$ cat src/hdl/block_range_device_splitter_assert.svh
// ----------------------------------------------------------------------------
// Assertion macros for the block range device splitter
// Each macro expects clk and rst_n in the scope where it is used.
// ----------------------------------------------------------------------------
`ifndef BLOCK_RANGE_DEVICE_SPLITTER_ASSERT_SVH
`define BLOCK_RANGE_DEVICE_SPLITTER_ASSERT_SVH

// Same-cycle implication.
`define BRDS_ASSERT_NOW(lbl, ante, cons, msg) \
  lbl: assert property (@(posedge clk) disable iff (!rst_n) (ante) |-> (cons)) \
    else $error(msg);

// Next-cycle implication.
`define BRDS_ASSERT_NEXT(lbl, ante, cons, msg) \
  lbl: assert property (@(posedge clk) disable iff (!rst_n) (ante) |=> (cons)) \
    else $error(msg);

`endif

$ cat src/hdl/brds_pkg.sv
// ----------------------------------------------------------------------------
// brds_pkg
// Types and constants shared by the block range device splitter.
// ----------------------------------------------------------------------------
`timescale 1ns / 1ps

package brds_pkg;

  localparam int DATA_W = 64;
  localparam int DEV_W  = 4;
  localparam int CNT_W  = 5;

  typedef enum logic [1:0] {
    OP_CLEAR  = 2'd0,
    OP_APPEND = 2'd1,
    OP_SPLIT  = 2'd2,
    OP_NOP    = 2'd3
  } op_t;

  typedef enum logic [2:0] {
    ST_IDLE,
    ST_CHECK,
    ST_COUNT_RD,
    ST_COUNT_EV,
    ST_EMIT_RD,
    ST_EMIT_EV,
    ST_OUT
  } state_t;

  typedef struct packed {
    logic [1:0]        opcode;
    logic [DATA_W-1:0] device_blocks;
    logic [DATA_W-1:0] range_start;
    logic [DATA_W-1:0] range_end;
  } in_item_t;

  typedef struct packed {
    logic [DATA_W-1:0] piece_start;
    logic [DATA_W-1:0] piece_end;
    logic [DEV_W-1:0]  device_index;
    logic [CNT_W-1:0]  piece_count;
    logic              last;
    logic              out_of_range;
  } out_item_t;

  // Results of the shared compare unit for one device window [lo, hi).
  typedef struct packed {
    logic              nonempty;
    logic              touched;
    logic              rs_gt_re;
    logic              hi_gt_re;
    logic [DATA_W-1:0] piece_start;
    logic [DATA_W-1:0] piece_end;
  } cmp_res_t;

endpackage

$ cat src/hdl/brds_cmp_unit.sv
// ----------------------------------------------------------------------------
// brds_cmp_unit
// Shared compare unit: checks one device window against the request range.
// ----------------------------------------------------------------------------
`timescale 1ns / 1ps

module brds_cmp_unit (
  input  logic [brds_pkg::DATA_W-1:0] lo,
  input  logic [brds_pkg::DATA_W-1:0] hi,
  input  logic [brds_pkg::DATA_W-1:0] rs,
  input  logic [brds_pkg::DATA_W-1:0] re,
  output brds_pkg::cmp_res_t          res
);

  logic nonempty;
  logic hi_gt_re;

  assign nonempty = hi > lo;
  assign hi_gt_re = hi > re;

  always_comb begin
    res.nonempty    = nonempty;
    // A nonempty device is touched when it starts at or before the end and
    // finishes after the start of the range.
    res.touched     = nonempty && (lo <= re) && (hi > rs);
    res.rs_gt_re    = rs > re;
    res.hi_gt_re    = hi_gt_re;
    res.piece_start = (lo > rs) ? lo : rs;
    res.piece_end   = hi_gt_re ? re : (hi - 1'b1);
  end

endmodule
$ cat config.mk
export PLATFORM = sky130hd
export DESIGN_NAME = brds_cmp_unit
export DESIGN_NICKNAME = d
export VERILOG_FILES = /design/src/hdl/block_range_device_splitter_assert.svh /design/src/hdl/brds_pkg.sv /design/src/hdl/brds_cmp_unit.sv
export SDC_FILE = /design/constraint.sdc
export NUM_CORES = 1
export LEC_CHECK = 0
export ABC_CLOCK_PERIOD_IN_PS = 2900
export BUFFER_PORTS_ARGS = -buffer_cell sky130_fd_sc_hd__buf_4
export CORE_MARGIN = 3
export CORE_UTILIZATION = 49
export DETAILED_ROUTE_END_ITERATION = 8
export PLACE_DENSITY = 0.81
export SLEW_MARGIN = 40
export SYNTH_ARGS = -nofsm -noshare
export SYNTH_HDL_FRONTEND = slang
export SYNTH_SLANG_ARGS = --single-unit
$ cat constraint.sdc
create_clock -name vclk -period 2.9
set_clock_uncertainty 0.05 [all_clocks]
set_input_delay 0.435 -clock vclk [all_inputs]
set_output_delay 0.435 -clock vclk [all_outputs]
set_load 0.01 [all_outputs]
==> results of run 1 <==
per-layer routing:
metal  GRT overflow  global-route usage [%]
met1              3                   77.16
met2            220                   99.26
met3              4                   71.18
met4            120                   90.37
met5              0                   30.49
synth_stat cells (9+ instances only):
cell type  instances
a211oi_1          15
a21o_1            65
a21oi_1          126
and4_1            11
buf_2             13
ha_1             385
inv_1            209
mux2_2            10
mux2i_1          118
nand2_1           69
nand3_1           36
nand4_1           81
nor2_1            51
nor2b_1            9
nor3_1            35
nor4_1            17
o21ai_0           45
or3_1             11
xnor2_1           47
xor2_1            13
logic make-up after synthesis:
group / Yosys count / share of synthesized area, %
adders and majority gates: 385 / 41.41
and+or+nand+nor: 365 / 18.03
AOI/OAI and AO/OA: 317 / 17.27
buffers and inverters: 228 / 7.658
muxes: 128 / 11.12
xor gates and xnor gates: 60 / 4.517
timing repair:
| action | in CTS |
|---|---|
| endpoints found under the setup margin | 132 |
| gates resized for setup | 347 |
| pin swaps | 72 |
| setup buffers | 39 |
| gates cloned | 10 |
through the flow:
step	cell area, um^2	util (%)	setup TNS [ns]	std cells
floorplan	12940	-	-6.829	1483
CTS	22240	96.74	-78.26	2737
detailed placement	20100	87.45	-93.84	2692
global placement	20100	87.45	-88.92	2692
==> results by group, run 1 <==
Run status
  • Status: did not finish
  • Halt Stage: 5_1_grt
  • Stop err: [ERROR GRT-0116] Global routing finished with congestion. Check the congestion regions in the DRC Viewer.

GRT
  • Global-route wire length before repair: 168400 um
  • Vias in the first global route: 25336
  • Largest net degree at the start of global routing: 12
  • Grt ovf: 347
  • All-Layer GR Usage: 82.58%

Placement
  • Port Buf Inserts: 388
  • HPWL Detailed: 51220 um
  • Place WS: -0.9448 ns
  • Gpl congestion: 1.088

Floorplan
  • FP Rows: 55
  • Chip height: 160.1 um
  • Effective utilization at floorplan: 50.62%
  • Die W: 160.1 um
  • Io pins: 388

Clock tree
  • Hold buffers post-CTS: 0

Synth
  • Main area contributors after synthesis: ha_1 41%, mux2i_1 10%, inv_1 6.7%
  • Mapped Cells: 1483
  • Cell taking the most area after synthesis: ha_1
  • Mapped cell area: 11630 um^2
  • Register area share after synthesis: 0%
  • Syn_nets: 2124
  • YS warnings: 0
  • Cell variety after synth: 68
  • Avg Inst Size Synth: 7.845 um^2
  • Top cell type's share of synthesized area: 41.41%
==> inputs of run 2 (changes only) <==
--- a/config.mk
+++ b/config.mk
@@ -5,12 +5,12 @@
 export SDC_FILE = /design/constraint.sdc
 export NUM_CORES = 1
 export LEC_CHECK = 0
-export ABC_CLOCK_PERIOD_IN_PS = 2900
+export ABC_CLOCK_PERIOD_IN_PS = 3800
 export BUFFER_PORTS_ARGS = -buffer_cell sky130_fd_sc_hd__buf_4
 export CORE_MARGIN = 3
-export CORE_UTILIZATION = 49
+export CORE_UTILIZATION = 35
 export DETAILED_ROUTE_END_ITERATION = 8
-export PLACE_DENSITY = 0.81
+export PLACE_DENSITY_LB_ADDON = 0.15
 export SLEW_MARGIN = 40
 export SYNTH_ARGS = -nofsm -noshare
 export SYNTH_HDL_FRONTEND = slang
==> constraint.sdc (replaced) <==
create_clock -name vclk -period 3.8
set_clock_uncertainty 0.05 [all_clocks]
set_input_delay 0.57 -clock vclk [all_inputs]
set_output_delay 0.57 -clock vclk [all_outputs]
set_load 0.01 [all_outputs]
==> results by group, run 2 <==
Finish
  • Final-layout clock buffer total: 0
  • Area growth syn-to-layout: 53.71%
  • Commonest non-fill, non-tap cells in the layout: 552 x buf_4, 355 x ha_1, 191 x inv_1, 124 x a21oi_1, 86 x mux2i_1
  • Register area: 0 um^2
  • Ant diodes: 0
  • FF+latch count: 0
  • Share of layout cells above drive strength 1: 36.09%
  • Commonest non-fill, non-tap cell in the layout: buf_4
  • Fin nets: 2707

Synth
  • Cell taking the most area after synthesis: ha_1
  • Mapped Cells: 1483 (unchanged)
  • Register area share after synthesis: 0% (unchanged)
  • Syn_nets: 2124 (unchanged)
  • YS warnings: 0 (unchanged)
  • Most frequent cells after synthesis: 385 x ha_1, 209 x inv_1, 126 x a21oi_1
  • Avg Inst Size Synth: 7.845 um^2 (unchanged)
  • Top cell type's share of synthesized area: 41.41% (unchanged)
  • Cell with the most instances after synthesis: ha_1
  • Main area contributors after synthesis: ha_1 41%, mux2i_1 10%, inv_1 6.7%
  • Cell variety after synth: 68 (unchanged)
  • Mapped cell area: 11630 um^2 (unchanged)

Critical path
  • Worst setup EP type: output pin
  • Crit Path Class: primary input to output pin
  • Max stage delay on crit path: 0.31 ns
  • CP startpoint kind: primary input
  • Crit path max-delay cell type: a21o_4
  • Critical Path RT: 3.18 ns
  • Critical Path Source: rs[42]
  • Cells along the critical path: buf_8 > clkinvlp_4 > ha_4 > nand4_1 > nor4_2 > buf_4 > nand4_1 > buf_4 > nor2_2 > a21o_4 > clkbuf_16 > mux2i_4 > buf_6
  • Arrival time worst endpoint: 3.22 ns
  • Worst-path maximum fanout: 8

Placement
  • Place WS: -0.1958 ns (+0.7490 ns)
  • HPWL Detailed: 44570 um (-13%)
  • Port Buf Inserts: 388 (unchanged)
  • Gpl congestion: 0.9627 (-12%)

STA
  • Worst Tran Pin Value: 0.6893 ns
  • RSZ-0062 raised after global routing: yes
  • Max Slew Vio Count: 0
  • Part of the cycle the worst path needs: 100.9%
  • Tmin final: 3.836 ns
  • Fmax achieved: 0.2607 GHz
  • Final worst slack: -0.03572 ns
  • Hold Violations, Final: 0
  • Final hold slack: 1.417 ns
  • Max-slew headroom: 52.86%
  • Finish-stage setup viols: 4

GRT
  • Largest net degree at the start of global routing: 21
  • Vias in the first global route: 13371
  • Initial antenna violation count: 0
  • Grt ovf: 0
  • All-Layer GR Usage: 26.12%
  • Global-route wire length before repair: 74230 um

Detailed routing
  • First-pass DRT Iterations: 5
  • Iter 0 DRT Violations: 742
  • Residual DRC: 0
  • Via density: 5.412
  • Final ANT Viol Nets: 0
  • DRT Wirelength: 51840 um
  • Wire per inst: 20.69 um
  • Via Count: 13562

Floorplan
  • Effective utilization at floorplan: 35.67% (-15 points)
  • Core Area: 32620 um^2
  • Io pins: 388 (unchanged)
  • Die W: 188.3 um (+18%)
  • Chip height: 188.3 um (+18%)
  • FP Rows: 66 (+20%)
  • Die footprint: 35460 um^2

Power and ir drop
  • Int Pwr: 1.232 mW
  • Worst-case vdd ir drop: 0.07743 mV
  • Static Leakage: 9.298 nW
  • Sw power: 1.216 mW
  • Comb power frac: 100.0%
  • Power share of the sequential group: 0%
  • Clock Power Share: 0%
  • Power per standard cell area: 136.9 nW/um^2
  • Switching Fraction: 49.68%

Min path
  • Worst min-delay path class: primary input to output pin
  • Hold path endpoint: res[7]
  • Hold Crit Depth: 3
  • Worst Hold Launch: re[7]

Run status
  • Status: finished with violations
  • Failing checks: setup timing

Flow run
  • Max-cap violations: 0
==> run 2: cell type report <==
| type | instances | area, um^2 |
|---|---|---|
| fillers | 3079 | 14740 |
| inverters | 209 | 817.0 |
| multi-input cells | 1256 | 11620 |
| well taps | 442 | 553.0 |
| repair buffers | 599 | 4888 |
==> run 2: logic make-up after synthesis <==
| kind of cell | after synthesis | share of synthesized area [%] |
|---|---|---|
| adders and majority gates | 385 | 41.41 |
| buffers and inverters | 228 | 7.658 |
| AOI/OAI and AO/OA | 317 | 17.27 |
| and+or+nand+nor | 365 | 18.03 |
| xor gates and xnor gates | 60 | 4.517 |
| muxes | 128 | 11.12 |
==> run 2: what timing repair did <==
action,in CTS,in global routing
gates resized for setup,11,169
hold buffers,0,0
pin swaps,6,25
setup endpoints to repair,126,124
gates cloned,0,11
setup buffers,4,18
==> run 2: how the worst max path moves through the flow <==
stage | slack, ns | to | cells after the start
CTS | 0.0002 | res[43] | 12
global route | -0.07 | res[121] | 13
global placement | -0.25 | res[130] | 13
detailed placement | -0.20 | res[75] | 12
finish | -0.04 | res[91] | 13
floorplan | 0.40 | res[10] | 10
==> run 2: per-layer routing <==
layer | vias up | global-route usage (%) | wire length (um)
met2 | 444 | 46.50 | 24870
met5 | - | 0 | 0
li1 | 6734 | - | -
met4 | 0 | 7.104 | 1807
met3 | 83 | 2.456 | 2881
met1 | 6301 | 33.70 | 22280
==> run 2: power groups by stage <==
stage	registers (mW)	clock network [mW]	logic (mW)
floorplan	0	0	1.07
global placement	0	0	2.10
detailed placement	0	0	2.14
CTS	0	0	2.16
global route	0	0	2.67
finish	0	0	2.45
==> run 2: critical path, delay by kind of cell <==
kind / cells / cell delay, ns
AOI/OAI and AO/OA: 1 / 0.31
adders and majority gates: 1 / 0.29
and+or+nand+nor: 4 / 0.74
muxes: 1 / 0.30
buffers and inverters: 6 / 0.99
==> run 2: through the flow <==
| step | cells | area [um^2] | util (%) | TNS, ns | power [mW] |
|---|---|---|---|---|---|
| after floorplan | 1483 | 11630 | - | 0 | 1.069 |
| after global placement | 2473 | 16450 | 50.42 | -9.397 | 2.104 |
| after detailed placement | 2473 | 16450 | 50.42 | -10.87 | 2.138 |
| after CTS | 2477 | 16530 | 50.68 | 0 | 2.164 |
| after global routing | 2506 | 17880 | 54.82 | -1.286 | 2.666 |
| final | 2506 | 17880 | 54.82 | -0.05511 | 2.447 |
Power figures use the tool's default switching activity.
==> inputs of run 3 (changes only) <==
--- a/config.mk
+++ b/config.mk
@@ -8,7 +8,7 @@
 export ABC_CLOCK_PERIOD_IN_PS = 3800
 export BUFFER_PORTS_ARGS = -buffer_cell sky130_fd_sc_hd__buf_4
 export CORE_MARGIN = 3
-export CORE_UTILIZATION = 35
+export CORE_UTILIZATION = 54
 export DETAILED_ROUTE_END_ITERATION = 8
 export PLACE_DENSITY_LB_ADDON = 0.15
 export SLEW_MARGIN = 40
==> results by group, run 3 (synthesized netlist as in run 2, its figures left out) <==
Power and ir drop
  • Comb power frac: 100.0% (about the same)
  • Static Leakage: 8.880 nW (-4.5%)
  • Clock Power Share: 0% (unchanged)
  • Total power: 2.252 mW (-8.0%)
  • Power share of the sequential group: 0% (unchanged)
  • Switching Fraction: 51.50% (+1.8 points)
  • Sw power: 1.160 mW (-4.6%)
  • Power per standard cell area: 137.6 nW/um^2 (+0.56%)
  • Worst-case vdd ir drop: 0.1039 mV (+34%)
  • Int Pwr: 1.092 mW (-11%)

Critical path
  • Crit Path Class: primary input to output pin
  • Cells along the critical path: buf_6 > clkinvlp_4 > ha_4 > nand4_1 > nor4bb_4 > buf_4 > nand4_1 > buf_4 > nor3_4 > buf_4 > o22ai_4 > buf_6 > buf_12 > buf_6 > mux2i_1 > buf_4
  • Worst-path maximum fanout: 4 (-4)
  • Crit path max-delay cell type: nor4bb_4
  • Most used cell, CP: buf_4
  • Arrival time worst endpoint: 3.19 ns (-0.03 ns)
  • CP bufs+invs: 9 (+3)
  • CP startpoint kind: primary input
  • Max stage delay on crit path: 0.39 ns (+0.08 ns)
  • Critical Path RT: 3.18 ns (about the same)
  • Worst setup EP type: output pin
  • Top delay family on crit path: buffers and inverters

Floorplan
  • Effective utilization at floorplan: 55.17% (+20 points)
  • Die W: 152.8 um (-19%)
  • FP Rows: 53 (-20%)
  • Io pins: 388 (unchanged)
  • Die footprint: 23340 um^2 (-34%)
  • Core Area: 21090 um^2 (-35%)
  • Chip height: 152.8 um (-19%)

STA
  • Max-slew headroom: 58.98% (+6.1 points)
  • Final hold slack: 1.408 ns (-0.008490 ns)
  • Finish-stage setup viols: 2 (-2)
  • Fmax achieved: 0.2627 GHz (+0.78%)
  • RSZ-0062 raised after global routing: yes
  • Tmin final: 3.806 ns (-0.02961 ns)
  • Worst Tran Pin Value: 0.5999 ns (-0.08942 ns)
  • Setup TNS after final layout: -0.01100 ns (+0.04411 ns)
  • Final worst slack: -0.006114 ns (+0.02961 ns)
  • Hold Violations, Final: 0 (unchanged)
  • Max Slew Vio Count: 0 (unchanged)
  • Part of the cycle the worst path needs: 100.2% (-0.78 points)

Detailed routing
  • First-pass DRT Iterations: 5 (unchanged)
  • Via density: 6.231 (+15%)
  • Via Count: 14138 (+4.2%)
  • Wire per inst: 21.37 um (+3.3%)
  • DRT Wirelength: 48490 um (-6.5%)
  • Final ANT Viol Nets: 0 (unchanged)
  • Residual DRC: 0 (unchanged)
  • Iter 0 DRT Violations: 996 (+34%)

Finish
  • Area growth syn-to-layout: 40.65%
  • Final-layout clock buffer total: 0 (unchanged)
  • FF+latch count: 0 (unchanged)
  • Ant diodes: 0 (unchanged)
  • Commonest non-fill, non-tap cell in the layout: buf_4
  • Share of layout cells above drive strength 1: 30.64% (-5.5 points)
  • Core Util, Final: 77.60% (+23 points)
  • Final Non-Filler Cells: 2269 (-9.5%)
  • Fin nets: 2637 (-2.6%)
  • Register area: 0 um^2 (unchanged)
  • Commonest non-fill, non-tap cells in the layout: 509 x buf_4, 372 x ha_1, 200 x inv_1, 125 x a21oi_1, 110 x mux2i_1
  • Post-route cell area: 16360 um^2 (-8.5%)

Clock tree
  • Hold buffers post-CTS: 0 (unchanged)

GRT
  • Grt ovf: 0 (unchanged)
  • Largest net degree at the start of global routing: 21 (unchanged)
  • Vias in the first global route: 14199 (+6.2%)
  • Global-route wire length before repair: 73910 um (-0.43%)
  • All-Layer GR Usage: 38.13% (+12 points)
  • Initial antenna violation count: 0 (unchanged)

Min path
  • Worst min-delay path class: primary input to output pin

Flow run
  • Max-cap violations: 0 (unchanged)

Placement
  • Area after DPL: 15820 um^2 (-3.8%)
  • HPWL Detailed: 41590 um (-6.7%)
  • Port Buf Inserts: 388 (unchanged)
  • Place WS: -0.2144 ns (-0.01861 ns)
  • Gpl congestion: 1.046 (+8.6%)
  • Cells after DPL: 2252 (-8.9%)

Run status
  • Status: finished with violations
  • Failing checks: setup timing
[run 3: cell types whose count changed in the layout (fill, tap and decap cells not counted), moves of 9 or more]
cell and delta:
mux2i_4 -15, mux2i_1 +24, inv_1 +9, buf_4 -43
ha_4 -17, clkbuf_16 -9, buf_6 -16, mux2i_2 -9
ha_1 +17
[run 3: tightest hold or removal path, stage by stage]
cell    delay [ns]
buf_4         0.08
mux2_2        0.13
buf_4         0.11
[run 3: per-layer routing]
metal  vias up  GRT usage (%)  part of all wire, %
li1       6579              -                    -
met1      6555          45.41                   39
met2       801          67.84                   47
met3       203          4.402                  7.6
met4         0          18.41                  6.3
met5         -              0                    0
[run 3: area by class of cell]
type               instances  area, um^2
repair buffers           530        4143
well taps                275       344.1
multi-input cells       1255       11080
fillers                 1542        4725
inverters                209       792.0
[run 3: power by group through the flow]
stage	Clock, mW	Sequential (mW)	Combinational, mW
2_1_floorplan	0	0	1.07
3_3_place_gp	0	0	2.04
3_5_place_dp	0	0	2.09
4_1_cts	0	0	2.16
5_1_grt	0	0	2.44
6_report	0	0	2.25
[run 3: repair_timing]
action                                  in CTS  in global routing
cloned                                       2                  0
setup buffers                                5                 11
pin swaps                                    9                 17
gates resized for setup                     27                 45
endpoints found under the setup margin     107                127
[run 3: final timing paths]
kind                  cells after the start       to  slack [ns]    from
worst max-delay path                     16  res[31]      -0.006  re[60]
worst min-delay path                      3  res[48]        1.41  re[48]
==> inputs of run 4 (changes only) <==
--- a/config.mk
+++ b/config.mk
@@ -15,3 +15,4 @@
 export SYNTH_ARGS = -nofsm -noshare
 export SYNTH_HDL_FRONTEND = slang
 export SYNTH_SLANG_ARGS = --single-unit
+export TNS_END_PERCENT = 20
==> results by group, run 4 (synthesized netlist as in run 2, its figures left out) <==
Finish
  • Footprint of the multi-input gates: 11110 um^2 (+0.25%)
  • Register area: 0 um^2 (unchanged)
  • Ant diodes: 0 (unchanged)
  • FF+latch count: 0 (unchanged)
  • Post-route cell area: 16400 um^2 (+0.22%)
  • Area growth syn-to-layout: 40.97%
  • Commonest non-fill, non-tap cells in the layout: 505 x buf_4, 372 x ha_1, 200 x inv_1, 125 x a21oi_1, 107 x mux2i_1
  • Fin nets: 2635 (-0.076%)
  • Share of layout cells above drive strength 1: 30.82% (+0.18 points)
  • Filler cell count: 1531 (-0.71%)
  • Commonest non-fill, non-tap cell in the layout: buf_4
  • Final-layout clock buffer total: 0 (unchanged)

Floorplan
  • Io pins: 388 (unchanged)
  • Die W: 152.8 um (unchanged)
  • Core Area: 21090 um^2 (unchanged)
  • FP Rows: 53 (unchanged)
  • Die footprint: 23340 um^2 (unchanged)
  • Effective utilization at floorplan: 55.17% (unchanged)
  • Chip height: 152.8 um (unchanged)

Placement
  • Port Buf Inserts: 388 (unchanged)
  • Gpl congestion: 1.046 (unchanged)
  • Place WS: -0.2144 ns (unchanged)
  • HPWL Detailed: 41590 um (unchanged)
  • Area after DPL: 15820 um^2 (unchanged)

Critical path
  • Crit path max-delay cell type: or4_4
  • Max stage delay on crit path: 0.59 ns (+0.20 ns)
  • CP startpoint kind: primary input
  • Arrival time worst endpoint: 3.19 ns (about the same)
  • Crit Path Class: primary input to output pin
  • Cells along the critical path: buf_4 > or4_4 > nor4b_4 > nand4_4 > or2_1 > or3_1 > xor2_1 > mux2i_1 > buf_4
  • Worst-path maximum fanout: 5 (+1)
  • Critical Path RT: 3.18 ns (about the same)
  • Worst setup EP type: output pin
  • Critical Path Source: hi[8]
  • Most used cell, CP: buf_4

Run status
  • Status: finished with violations
  • Failing checks: setup timing

Detailed routing
  • First-pass DRT Iterations: 7 (+2)
  • Residual DRC: 0 (unchanged)
  • Via Count: 14162 (+0.17%)
  • Final ANT Viol Nets: 0 (unchanged)
  • DRT Wirelength: 48720 um (+0.46%)
  • Wire per inst: 21.49 um (+0.55%)
  • Via density: 6.247 (+0.26%)
  • Iter 0 DRT Violations: 913 (-8.3%)

Min path
  • Worst min-delay path class: primary input to output pin
  • Worst Hold Launch: re[48]
  • Hold Crit Depth: 3 (unchanged)

STA
  • Part of the cycle the worst path needs: 100.4% (+0.19 points)
  • Fmax achieved: 0.2622 GHz (-0.19%)
  • Max-slew headroom: 58.54% (-0.44 points)
  • Hold Violations, Final: 0 (unchanged)
  • Worst Tran Pin Value: 0.6062 ns (+0.006382 ns)
  • Final worst slack: -0.01342 ns (-0.007302 ns)
  • Tmin final: 3.813 ns (+0.007302 ns)
  • Final hold slack: 1.408 ns (-0.0007800 ns)
  • Max Slew Vio Count: 0 (unchanged)
  • Finish-stage setup viols: 3 (+1)
  • Setup TNS after final layout: -0.03340 ns (-0.02240 ns)
  • RSZ-0062 raised after global routing: yes

GRT
  • Largest net degree at the start of global routing: 21 (unchanged)
  • Vias in the first global route: 14199 (unchanged)
  • Initial antenna violation count: 0 (unchanged)
  • Global-route wire length before repair: 73910 um (unchanged)
  • Grt ovf: 0 (unchanged)
  • All-Layer GR Usage: 38.13% (unchanged)

Flow run
  • Max-cap violations: 0 (unchanged)

Clock tree
  • Hold buffers post-CTS: 0 (unchanged)

Power and ir drop
  • Static Leakage: 8.878 nW (about the same)
  • Power per standard cell area: 138.6 nW/um^2 (+0.68%)
  • Worst-case vdd ir drop: 0.1037 mV (-0.19%)
## run 4: routing by layer
layer  vias to the layer above  global-route usage [%]  share of wire [%]
met5                         -                       0                  0
met4                         0                   18.41                6.2
met3                       209                   4.402                8.2
met2                       838                   67.84                 47
met1                      6541                   45.41                 38
li1                       6574                       -                  -
## run 4: power breakdown
group,leakage (nW),internal [mW],switching (mW)
Combinational,8.88,1.10,1.17
Clock,0,0,0
Sequential,0,0,0
Total,8.88,1.10,1.17
## run 4: area by class of cell
| cell class | instances | share of cell area [%] |
|---|---|---|
| Multi-Input combinational cell | 1255 | 67.76 |
| Timing Repair Buffer | 528 | 25.31 |
| Inverter | 209 | 4.829 |
| Tap cell | 275 | 2.098 |
## run 4: worst max-delay path: cells and delay by family
kind | cells | cell delay (ns)
buffers and inverters | 2 | 0.32
and+or+nand+nor | 5 | 1.88
xor gates and xnor gates | 1 | 0.16
muxes | 1 | 0.26
## run 4: path summary, 6_finish.rpt
check             endpoint
setup / recovery   res[63]
hold / removal     res[48]
## run 4: repair_timing
action,4_1_cts,5_1_grt
pin swaps,9,14
hold endpoints to repair,0,0
cloned,2,0
endpoints found under the setup margin,107,127
setup buffers,5,8
gates resized for setup,27,52
## run 4: through the flow
stage	util, %	instances	total power [mW]
after floorplan	-	1483	1.069
after global placement	75.01	2252	2.043
after detailed placement	75.01	2252	2.095
after CTS	76.24	2259	2.164
after global routing	77.77	2267	2.455
final	77.77	2267	2.272
